==> src/rtl/sidc_pkg.sv <==
// ----------------------------------------------------------------------------
// sidc_pkg
// Shared types and constants of the idle offset and dead zone calibrator:
// field widths, stream packing, controller states and the command/status
// bundles between controller and datapath.
// ----------------------------------------------------------------------------
package sidc_pkg;

	// Sensor lanes and sample format.
	localparam int MAX_SENSORS = 8;
	localparam int SAMPLE_BITS = 10;
	localparam int IDX_W       = 3;
	localparam int ROUND_W     = 16;
	localparam int SUM_W       = SAMPLE_BITS + ROUND_W;
	localparam int DZ_W        = SAMPLE_BITS + 1;
	localparam int DIFF_W      = SAMPLE_BITS + 2;
	localparam int CNT_W       = $clog2(SAMPLE_BITS);
	localparam int MARGIN      = 2;

	// Reset values of the per-sensor stores.
	localparam logic [SAMPLE_BITS-1:0] LOW_INIT = {SAMPLE_BITS{1'b1}};

	// Input stream packing: mask in the low byte, then one sample per sensor.
	localparam int MASK_W     = 8;
	localparam int S_DATA_W   = MASK_W + MAX_SENSORS * SAMPLE_BITS;

	// Output stream packing, lowest field first.
	localparam int O_IDX_LSB  = 0;
	localparam int O_IDLE_LSB = O_IDX_LSB + IDX_W;
	localparam int O_MIN_LSB  = O_IDLE_LSB + SAMPLE_BITS;
	localparam int O_MAX_LSB  = O_MIN_LSB + SAMPLE_BITS;
	localparam int O_DZ_LSB   = O_MAX_LSB + SAMPLE_BITS;
	localparam int O_POS_BIT  = O_DZ_LSB + DZ_W;
	localparam int O_ZONE_BIT = O_POS_BIT + 1;
	localparam int O_PEAK_LSB = O_ZONE_BIT + 1;
	localparam int O_ANY_BIT  = O_PEAK_LSB + DZ_W;
	localparam int O_USED_W   = O_ANY_BIT + 1;
	localparam int M_DATA_W   = ((O_USED_W + 7) / 8) * 8;

	// Configuration register map.
	localparam int CFG_ADDR_W = 2;
	localparam int CFG_DATA_W = 16;
	localparam logic [CFG_ADDR_W-1:0] REG_REQ_ITER = 2'd0;
	localparam logic [CFG_ADDR_W-1:0] REG_DZ_LIMIT = 2'd1;
	localparam logic [CFG_ADDR_W-1:0] REG_WIN_LO   = 2'd2;
	localparam logic [CFG_ADDR_W-1:0] REG_WIN_HI   = 2'd3;

	localparam logic [ROUND_W-1:0]     REQ_ITER_RST = 16'd100;
	localparam logic [SAMPLE_BITS-1:0] DZ_LIMIT_RST = 10'd10;
	localparam logic [SAMPLE_BITS-1:0] WIN_LO_RST   = 10'd0;
	localparam logic [SAMPLE_BITS-1:0] WIN_HI_RST   = 10'd1023;

	typedef struct packed {
		logic [ROUND_W-1:0]     req_iter;
		logic [SAMPLE_BITS-1:0] dz_limit;
		logic [SAMPLE_BITS-1:0] win_lo;
		logic [SAMPLE_BITS-1:0] win_hi;
	} cfg_t;

	typedef enum logic [2:0] {
		ST_IDLE,
		ST_LOAD,
		ST_DIV,
		ST_EVAL,
		ST_EMIT
	} state_t;

	// Controller to datapath.
	typedef struct packed {
		logic start;   // finish begins at sensor 0
		logic accum;   // add one reading round
		logic clear;   // restart calibration
		logic load;    // set up divider for current sensor
		logic step;    // one quotient bit
		logic eval;    // dead zone and window check
		logic emit;    // write result into output register
	} cmd_t;

	// Datapath to controller.
	typedef struct packed {
		logic finish_due;
		logic rounds_zero;
		logic div_done;
		logic last_sensor;
		logic out_free;
	} status_t;

endpackage

==> src/rtl/sensor_idle_deadzone_calibrator_core.sv <==
// ----------------------------------------------------------------------------
// sensor_idle_deadzone_calibrator_core
// Idle offset and dead zone calibration for up to eight sensors: reading
// rounds accumulate, a finish round reports mean, extremes and warnings.
// ----------------------------------------------------------------------------
// Reading rounds may follow every cycle while the controller is idle. A
// finish round stalls the input and, for each sensor, runs a load, 10
// divide steps for the mean, evaluation and hand-off, the hand-off waiting
// while the output stalls; the bit-serial divider does the divide steps.
// The first result is registered after sensor 0 has been evaluated.
// Reset restores the register defaults and clears all calibration state.
module sensor_idle_deadzone_calibrator_core #(
	parameter int NUM_SENSORS = sidc_pkg::MAX_SENSORS
) (
	input  logic                            clk,
	input  logic                            arst_n,
	// Configuration writes.
	input  logic                            cfg_we,
	input  logic [sidc_pkg::CFG_ADDR_W-1:0] cfg_addr,
	input  logic [sidc_pkg::CFG_DATA_W-1:0] cfg_wdata,
	// Reading rounds.
	input  logic                            s_tvalid,
	output logic                            s_tready,
	// present_mask, raw_0, raw_1, raw_2, raw_3, raw_4, raw_5, raw_6, raw_7
	input  logic [sidc_pkg::S_DATA_W-1:0]   s_tdata,
	// Per-sensor results.
	output logic                            m_tvalid,
	input  logic                            m_tready,
	// sensor_index, idle_position, min_reading, max_reading, dead_zone,
	// position_warning, zone_warning, largest_dead_zone, any_warning, zero fill
	output logic [sidc_pkg::M_DATA_W-1:0]   m_tdata,
	output logic                            m_tlast
);

	sidc_pkg::cfg_t    cfg_q;
	sidc_pkg::cmd_t    cmd;
	sidc_pkg::status_t status;

	// Configuration registers.
	always_ff @(posedge clk or negedge arst_n) begin
		if (!arst_n) begin
			cfg_q.req_iter <= sidc_pkg::REQ_ITER_RST;
			cfg_q.dz_limit <= sidc_pkg::DZ_LIMIT_RST;
			cfg_q.win_lo   <= sidc_pkg::WIN_LO_RST;
			cfg_q.win_hi   <= sidc_pkg::WIN_HI_RST;
		end else if (cfg_we) begin
			case (cfg_addr)
				sidc_pkg::REG_REQ_ITER: cfg_q.req_iter <= cfg_wdata;
				sidc_pkg::REG_DZ_LIMIT: cfg_q.dz_limit <= cfg_wdata[sidc_pkg::SAMPLE_BITS-1:0];
				sidc_pkg::REG_WIN_LO:   cfg_q.win_lo   <= cfg_wdata[sidc_pkg::SAMPLE_BITS-1:0];
				sidc_pkg::REG_WIN_HI:   cfg_q.win_hi   <= cfg_wdata[sidc_pkg::SAMPLE_BITS-1:0];
				default: begin
				end
			endcase
		end
	end

	sidc_ctrl u_ctrl (
		.clk      (clk),
		.arst_n   (arst_n),
		.in_valid (s_tvalid),
		.in_ready (s_tready),
		.status   (status),
		.cmd      (cmd)
	);

	sidc_datapath #(
		.NUM_SENSORS (NUM_SENSORS)
	) u_datapath (
		.clk       (clk),
		.arst_n    (arst_n),
		.cfg       (cfg_q),
		.cmd       (cmd),
		.status    (status),
		.in_data   (s_tdata),
		.out_valid (m_tvalid),
		.out_ready (m_tready),
		.out_data  (m_tdata),
		.out_last  (m_tlast)
	);

endmodule

==> src/rtl/sidc_ctrl.sv <==
// ----------------------------------------------------------------------------
// sidc_ctrl
// Controller of the calibrator: takes reading rounds, and on a finish round
// sequences divide, evaluation and result hand-off for each sensor.
// ----------------------------------------------------------------------------
module sidc_ctrl (
	input  logic              clk,
	input  logic              arst_n,
	input  logic              in_valid,
	output logic              in_ready,
	input  sidc_pkg::status_t status,
	output sidc_pkg::cmd_t    cmd
);

	sidc_pkg::state_t state_q, state_d;
	logic             accept;

	assign in_ready = (state_q == sidc_pkg::ST_IDLE);
	assign accept   = in_valid && in_ready;

	// State register.
	always_ff @(posedge clk or negedge arst_n) begin
		if (!arst_n) begin
			state_q <= sidc_pkg::ST_IDLE;
		end else begin
			state_q <= state_d;
		end
	end

	// Next state.
	always_comb begin
		state_d = state_q;
		case (state_q)
			sidc_pkg::ST_IDLE: begin
				if (accept && status.finish_due && !status.rounds_zero) begin
					state_d = sidc_pkg::ST_LOAD;
				end
			end
			sidc_pkg::ST_LOAD: begin
				state_d = sidc_pkg::ST_DIV;
			end
			sidc_pkg::ST_DIV: begin
				if (status.div_done) begin
					state_d = sidc_pkg::ST_EVAL;
				end
			end
			sidc_pkg::ST_EVAL: begin
				state_d = sidc_pkg::ST_EMIT;
			end
			sidc_pkg::ST_EMIT: begin
				if (status.out_free) begin
					state_d = status.last_sensor ? sidc_pkg::ST_IDLE : sidc_pkg::ST_LOAD;
				end
			end
			default: begin
				state_d = sidc_pkg::ST_IDLE;
			end
		endcase
	end

	// Commands to the datapath.
	always_comb begin
		cmd = '0;
		case (state_q)
			sidc_pkg::ST_IDLE: begin
				if (accept) begin
					if (!status.finish_due) begin
						cmd.accum = 1'b1;
					end else if (status.rounds_zero) begin
						cmd.clear = 1'b1;
					end else begin
						cmd.start = 1'b1;
					end
				end
			end
			sidc_pkg::ST_LOAD: begin
				cmd.load = 1'b1;
			end
			sidc_pkg::ST_DIV: begin
				cmd.step = 1'b1;
			end
			sidc_pkg::ST_EVAL: begin
				cmd.eval = 1'b1;
			end
			sidc_pkg::ST_EMIT: begin
				if (status.out_free) begin
					cmd.emit  = 1'b1;
					cmd.clear = status.last_sensor;
				end
			end
			default: begin
				cmd = '0;
			end
		endcase
	end

endmodule

==> src/rtl/sidc_datapath.sv <==
// ----------------------------------------------------------------------------
// sidc_datapath
// Per-sensor sum, minimum and maximum stores, the round counter, a bit-serial
// restoring divider for the mean, the dead zone evaluation and the output
// register of the result stream.
// ----------------------------------------------------------------------------
module sidc_datapath #(
	parameter int NUM_SENSORS = sidc_pkg::MAX_SENSORS
) (
	input  logic                          clk,
	input  logic                          arst_n,
	input  sidc_pkg::cfg_t                cfg,
	input  sidc_pkg::cmd_t                cmd,
	output sidc_pkg::status_t             status,
	input  logic [sidc_pkg::S_DATA_W-1:0] in_data,
	output logic                          out_valid,
	input  logic                          out_ready,
	output logic [sidc_pkg::M_DATA_W-1:0] out_data,
	output logic                          out_last
);

	localparam int SB = sidc_pkg::SAMPLE_BITS;

	// Calibration state.
	logic [sidc_pkg::SUM_W-1:0]   sum_q  [sidc_pkg::MAX_SENSORS];
	logic [SB-1:0]                low_q  [sidc_pkg::MAX_SENSORS];
	logic [SB-1:0]                high_q [sidc_pkg::MAX_SENSORS];
	logic [sidc_pkg::ROUND_W-1:0] rounds_q;
	logic [sidc_pkg::DZ_W-1:0]    peak_q;
	logic                         warn_q;

	// Finish sequencing and divider.
	logic [sidc_pkg::IDX_W-1:0]   idx_q;
	logic [sidc_pkg::SUM_W-1:0]   rem_q;
	logic [sidc_pkg::SUM_W-1:0]   dvs_q;
	logic [SB-1:0]                quot_q;
	logic [sidc_pkg::CNT_W-1:0]   cnt_q;
	logic [sidc_pkg::DZ_W-1:0]    dz_q;
	logic                         pos_q;

	// Output register.
	logic                          out_valid_q;
	logic [sidc_pkg::M_DATA_W-1:0] out_data_q;
	logic                          out_last_q;

	logic [sidc_pkg::MASK_W-1:0]  mask;
	logic [SB-1:0]                raw [sidc_pkg::MAX_SENSORS];
	logic                         rem_ge;
	logic signed [sidc_pkg::DIFF_W-1:0] low_dz, high_dz, dz_sel;
	logic                         zone_warn;
	logic [sidc_pkg::DZ_W-1:0]    peak_new;
	logic                         warn_new;

	// Unpack the reading round.
	assign mask = in_data[sidc_pkg::MASK_W-1:0];
	always_comb begin
		for (int i = 0; i < sidc_pkg::MAX_SENSORS; i++) begin
			raw[i] = in_data[sidc_pkg::MASK_W + i*SB +: SB];
		end
	end

	// Status toward the controller.
	assign status.finish_due  = (rounds_q >= cfg.req_iter);
	assign status.rounds_zero = (rounds_q == '0);
	assign status.div_done    = (cnt_q == '0);
	assign status.last_sensor = (idx_q == sidc_pkg::IDX_W'(NUM_SENSORS - 1));
	assign status.out_free    = !out_valid_q || out_ready;

	// Accumulation stores and finish-wide peak and warning.
	always_ff @(posedge clk or negedge arst_n) begin
		if (!arst_n) begin
			for (int i = 0; i < sidc_pkg::MAX_SENSORS; i++) begin
				sum_q[i]  <= '0;
				low_q[i]  <= sidc_pkg::LOW_INIT;
				high_q[i] <= '0;
			end
			rounds_q <= '0;
			peak_q   <= '0;
			warn_q   <= 1'b0;
		end else if (cmd.clear) begin
			for (int i = 0; i < sidc_pkg::MAX_SENSORS; i++) begin
				sum_q[i]  <= '0;
				low_q[i]  <= sidc_pkg::LOW_INIT;
				high_q[i] <= '0;
			end
			rounds_q <= '0;
			peak_q   <= '0;
			warn_q   <= 1'b0;
		end else begin
			if (cmd.accum) begin
				for (int i = 0; i < sidc_pkg::MAX_SENSORS; i++) begin
					if (i < NUM_SENSORS && mask[i]) begin
						sum_q[i] <= sum_q[i] + sidc_pkg::SUM_W'(raw[i]);
						if (raw[i] < low_q[i]) begin
							low_q[i] <= raw[i];
						end
						if (raw[i] > high_q[i]) begin
							high_q[i] <= raw[i];
						end
					end
				end
				rounds_q <= rounds_q + 1'b1;
			end
			if (cmd.emit) begin
				peak_q <= peak_new;
				warn_q <= warn_new;
			end
		end
	end

	// Sensor index of the finish sequence.
	always_ff @(posedge clk or negedge arst_n) begin
		if (!arst_n) begin
			idx_q <= '0;
		end else if (cmd.start) begin
			idx_q <= '0;
		end else if (cmd.emit && !status.last_sensor) begin
			idx_q <= idx_q + 1'b1;
		end
	end

	// Restoring divider, one quotient bit a cycle. The mean never exceeds
	// the largest sample, so SAMPLE_BITS quotient bits cover it.
	assign rem_ge = (rem_q >= dvs_q);

	always_ff @(posedge clk or negedge arst_n) begin
		if (!arst_n) begin
			cnt_q <= '0;
		end else if (cmd.load) begin
			cnt_q <= sidc_pkg::CNT_W'(SB - 1);
		end else if (cmd.step && cnt_q != '0) begin
			cnt_q <= cnt_q - 1'b1;
		end
	end

	always_ff @(posedge clk) begin
		if (cmd.load) begin
			rem_q  <= sum_q[idx_q];
			dvs_q  <= sidc_pkg::SUM_W'(rounds_q) << (SB - 1);
			quot_q <= '0;
		end else if (cmd.step) begin
			if (rem_ge) begin
				rem_q <= rem_q - dvs_q;
			end
			quot_q <= {quot_q[SB-2:0], rem_ge};
			dvs_q  <= dvs_q >> 1;
		end
	end

	// Dead zone and idle window check on the finished mean.
	assign low_dz  = $signed({2'b00, quot_q}) - $signed({2'b00, low_q[idx_q]});
	assign high_dz = $signed({2'b00, high_q[idx_q]}) - $signed({2'b00, quot_q});
	assign dz_sel  = ((low_dz > high_dz) ? low_dz : high_dz)
		+ sidc_pkg::DIFF_W'(sidc_pkg::MARGIN);

	always_ff @(posedge clk) begin
		if (cmd.eval) begin
			dz_q  <= dz_sel[sidc_pkg::DZ_W-1:0];
			pos_q <= (quot_q < cfg.win_lo) || (quot_q > cfg.win_hi);
		end
	end

	// Limit check and running peak and warning for the result.
	assign zone_warn = (dz_q > sidc_pkg::DZ_W'(cfg.dz_limit));
	assign peak_new  = (dz_q > peak_q) ? dz_q : peak_q;
	assign warn_new  = warn_q || pos_q || zone_warn;

	// Output register: a result waits here while the next round is taken.
	always_ff @(posedge clk or negedge arst_n) begin
		if (!arst_n) begin
			out_valid_q <= 1'b0;
		end else if (cmd.emit) begin
			out_valid_q <= 1'b1;
		end else if (out_ready) begin
			out_valid_q <= 1'b0;
		end
	end

	always_ff @(posedge clk) begin
		if (cmd.emit) begin
			out_data_q[sidc_pkg::M_DATA_W-1:sidc_pkg::O_USED_W] <= '0;
			out_data_q[sidc_pkg::O_IDX_LSB  +: sidc_pkg::IDX_W] <= idx_q;
			out_data_q[sidc_pkg::O_IDLE_LSB +: SB]              <= quot_q;
			out_data_q[sidc_pkg::O_MIN_LSB  +: SB]              <= low_q[idx_q];
			out_data_q[sidc_pkg::O_MAX_LSB  +: SB]              <= high_q[idx_q];
			out_data_q[sidc_pkg::O_DZ_LSB   +: sidc_pkg::DZ_W]  <= dz_q;
			out_data_q[sidc_pkg::O_POS_BIT]                     <= pos_q;
			out_data_q[sidc_pkg::O_ZONE_BIT]                    <= zone_warn;
			out_data_q[sidc_pkg::O_PEAK_LSB +: sidc_pkg::DZ_W]  <= peak_new;
			out_data_q[sidc_pkg::O_ANY_BIT]                     <= warn_new;
			out_last_q <= status.last_sensor;
		end
	end

	assign out_valid = out_valid_q;
	assign out_data  = out_data_q;
	assign out_last  = out_last_q;

endmodule

==> config.mk <==
export PLATFORM = sky130hd
export DESIGN_NAME = sensor_idle_deadzone_calibrator_core
export DESIGN_NICKNAME = d
export VERILOG_FILES = /design/src/rtl/sidc_pkg.sv /design/src/rtl/sensor_idle_deadzone_calibrator_core.sv /design/src/rtl/sidc_ctrl.sv /design/src/rtl/sidc_datapath.sv
export SDC_FILE = /design/constraint.sdc
export NUM_CORES = 2
export LEC_CHECK = 0
export BUFFER_PORTS_ARGS = -buffer_cell sky130_fd_sc_hd__buf_2
export CORE_ASPECT_RATIO = 1.2
export CORE_MARGIN = 10
export CORE_UTILIZATION = 35
export DETAILED_ROUTE_END_ITERATION = 12
export PLACE_DENSITY_LB_ADDON = 0.25
export SYNTH_ARGS = -nofsm -noshare
export SYNTH_HDL_FRONTEND = slang
export SYNTH_SLANG_ARGS = --single-unit
export TNS_END_PERCENT = 20
==> constraint.sdc <==
create_clock -name clk -period 10.5 [get_ports clk]
set_clock_uncertainty 0.05 [all_clocks]
set_input_delay 1.05 -clock clk [delete_from_list [all_inputs] [get_ports clk]]
set_output_delay 1.05 -clock clk [all_outputs]
set_load 0.02 [all_outputs]
==> impl_metrics.csv <==
group,metric,value,unit
outcome,status,"finished clean",
floorplanning,fp.dieW,322.0,µm
setup_path,crit-reg2reg-launch,"u_datapath.idx_q[0]$_DFFE_PN0P_",
clock_tree,cts.sink_count,585,
pwr,total_leakage_power,0.01890,µW
setup_path,crit_top_cell,"ha_1",
sta,period_share,69.41,%
setup_path,cpLargestDelayFamily,"compound AO/OA/AOI/OAI gates",
grt,grt_use_total,19.41,%
synth,synth-seq-area-share,39.77,%
sta,setup_viol,0,
setup_path,critPathKind,"reg -> reg",
drt,remaining_drc_errors,0,
pwr,p_per_area,340.0,mW/mm²
drt,drtAntennaViolNets,0,
clock_tree,clk-insertion-delay-late,0.64,ns
sta,slew_viol_final,0,
clock_tree,clockBufferDepth,3,
grt,grt_max_degree,179,
worst_hold_path,hp-class,"in -> async",
synth,netlist_area,0.03829,mm²
floorplanning,die-area,0.1231,mm²
grt,grt_overflow,0,
setup_path,worstPathRequired,10.82,ns
floorplanning,rows,132,
synth,yosysTopAreaCell,"dfrtp_1",
floorplanning,coreArea,0.1083,mm²
setup_path,crit_path_end_kind,"flip-flop",
drt,drt-initial-drc-count,2238,
setup_path,start_kind,"flip-flop",
clock_tree,cts_setup_buffers,0,
drt,finalWirelength,121600,µm
place,dp_hpwl,92380,µm
clock_tree,cts_resized,0,
place,dp.cells,5376,
synth,synth-async-reset-ratio,77.44,%
sta,hold_ws,0.3864,ns
setup_path,cp.arrival,7.61,ns
synth,ys_seq_elements,585,
sta,slew_headroom,17.20,%
drt,vias,30360,
setup_path,crit_buf_inv,3,
layout,syn2layout_area_growth,12.60,%
synth,syn_inst,3893,
sta,hold_violations,0,
sta,tightest_slew,1.232,ns
drt,via_per_inst,5.508,
layout,drive_above_1_share,15.18,%
flow_run,cap_violations,0,
clock_tree,cts_buffers,74,
synth,synth-main-ff-cell,"dfrtp_1",
pwr,power,14660,µW
clock_tree,cts_hold_buffers,0,
grt,antenna_found_initial,11,
drt,wl_per_cell,22.06,µm
setup_path,crit_path_cell_trace,"buf_4, mux4_2, mux2_2, ha_1, inv_1, fa_1, a211oi_1, o21a_1, o21bai_1, a21oi_1, xnor2_1, inv_1, ha_1, a21o_1, a2111oi_0, a21o_1, or3_1, o211a_1, mux2_2, ha_1, and2_1, o21ai_0, xor2_1",
layout,final_cells,5513,
clock_tree,tritoncts,"yes",
sta,tns,0,ns
floorplanning,num_io_pins,178,
grt,grt_pass1_wl,185500,µm
setup_path,crit_start,"u_datapath.idx_q[0]$_DFFE_PN0P_",
setup_path,critPathMaxStageDelay,0.84,ns
synth,netlist.area_leader.share,23.39,%
setup_path,cp_max_fo,34,
synth,synthTopCellsByCount,"dfrtp_1 (358), ha_1 (349), nand2_1 (338)",
floorplanning,start_util,35.35,%
setup_path,crit_slowest_cell,"dfrtp_4",
place,routabilityCongestion,0.8834,
layout,final_net_count,4516,
synth,synth_edf_count,113,
sta,max_freq,0.1372,GHz
pwr,ir_drop,284.2,µV
drt,drt_pre_antenna_iters,5,
sta,rsz0062_at_grt,"false",
floorplanning,die_h,382.3,µm
synth,syn_avg_cell_area,9.837,µm²
grt,grt_pass1_vias,30130,
synth,ys_warn_count,0,
synth,synthTopCellsByArea,"dfrtp_1 (23%), ha_1 (11%), edfxtp_1 (8.9%)",
place,io_buffers,171,
clock_tree,h-tree-depth,3,
synth,ys_types,99,
clock_tree,cts.clk_slew.worst_paths,0.06,ns
sta,period_minus_slack,7.288,ns
clock_tree,clock-root-buffer,"clkbuf_16",
synth,yosysMostFrequentCell,"dfrtp_1",
-- cells in the final DEF, fill, tap and decap left out, types with 44 or more instances in the layout --
cell and n:
dfrtp_1 355, ha_1 349, nand2_1 338, inv_1 317, a21oi_1 271, nor2_1 254
o21ai_0 213, nand3_1 173, buf_2 170, edfxtp_1 113, xnor2_1 104, dfstp_2 95
mux4_2 91, xor2_1 82, clkbuf_16 78, mux2i_1 74, a21o_1 71, nand4_1 63
nor3_1 54, buf_4 52, and3_1 46, o211ai_1 44
-- sequential cells by signal, indices dropped and copies added (netlist names), 3 cells and up --
signal and count:
u_datapath.rem_q 26, u_datapath.dz_q 11, u_datapath.low_q 80, u_datapath.cnt_q 4
u_ctrl.state_q 3, u_datapath.idx_q 3, u_datapath.high_q 80, u_datapath.sum_q 208
u_datapath.out_data 58, u_datapath.dvs_q 25, u_datapath.rounds_q 16, u_datapath.peak_q 11
cfg_q 46, u_datapath.quot_q 10
-- path summary, 6_finish.rpt --
path,endpoint,slack [ns],cells after the start
worst min-delay path,u_datapath.high_q[6]$_DFFE_PN0P_,0.39,1
worst max register to register,u_datapath.dz_q[9]$_DFFE_PP_,3.21,23
worst max-delay path,u_datapath.dz_q[9]$_DFFE_PP_,3.21,23
worst min register to register,u_datapath.dvs_q[6]$_SDFFE_PP0N_,0.40,2
max in group asynchronous,u_datapath.idx_q[1]$_DFFE_PN0P_,7.61,3
min in group clk,u_datapath.dvs_q[6]$_SDFFE_PP0N_,0.40,2
-- cell type report --
cell class              count  area (µm²)
flip-flops and latches    585       15240
diodes                      2       5.005
repair buffers            224        1276
fillers                 10750       65230
clock buffers             109        2198
clock inverters            26       215.2
well taps                1407        1760
inverters                 318        1194
multi-input cells        2842       21230
-- metal layers --
metal  part of all wire [%]  GRT usage [%]
met5                  0.086              0
met2                     47          32.41
met4                    3.7          7.329
met3                    5.0          2.671
met1                     44          25.28
-- cells by family after synthesis --
| group | after synthesis | synth area share (%) |
|---|---|---|
| AND/OR/NAND/NOR | 1149 | 14.57 |
| AO/OA/AOI/OAI | 939 | 16.06 |
| flip-flops | 585 | 39.77 |
| buffers and inverters | 471 | 4.947 |
| adder cells (fa/ha/maj) | 360 | 11.98 |
| multiplexers | 202 | 8.413 |
| XOR/XNOR | 186 | 4.254 |
| other | 1 | 0.009793 |
-- power by group --
group,internal [µW],switching [µW]
Clock,1520,1050
Sequential,3430,814
Combinational,3260,4580
Total,8210,6450
-- per-stage QoR --
stage	instance area, µm²	util [%]	setup WS [ns]
6_report	43120	39.80	3.212
5_1_grt	43110	39.79	2.711
4_1_cts	43110	39.79	3.159
3_5_place_dp	40700	37.57	3.214
3_3_place_gp	40700	37.57	3.199
2_1_floorplan	38310	-	4.180
Power figures use the tool's default switching activity.
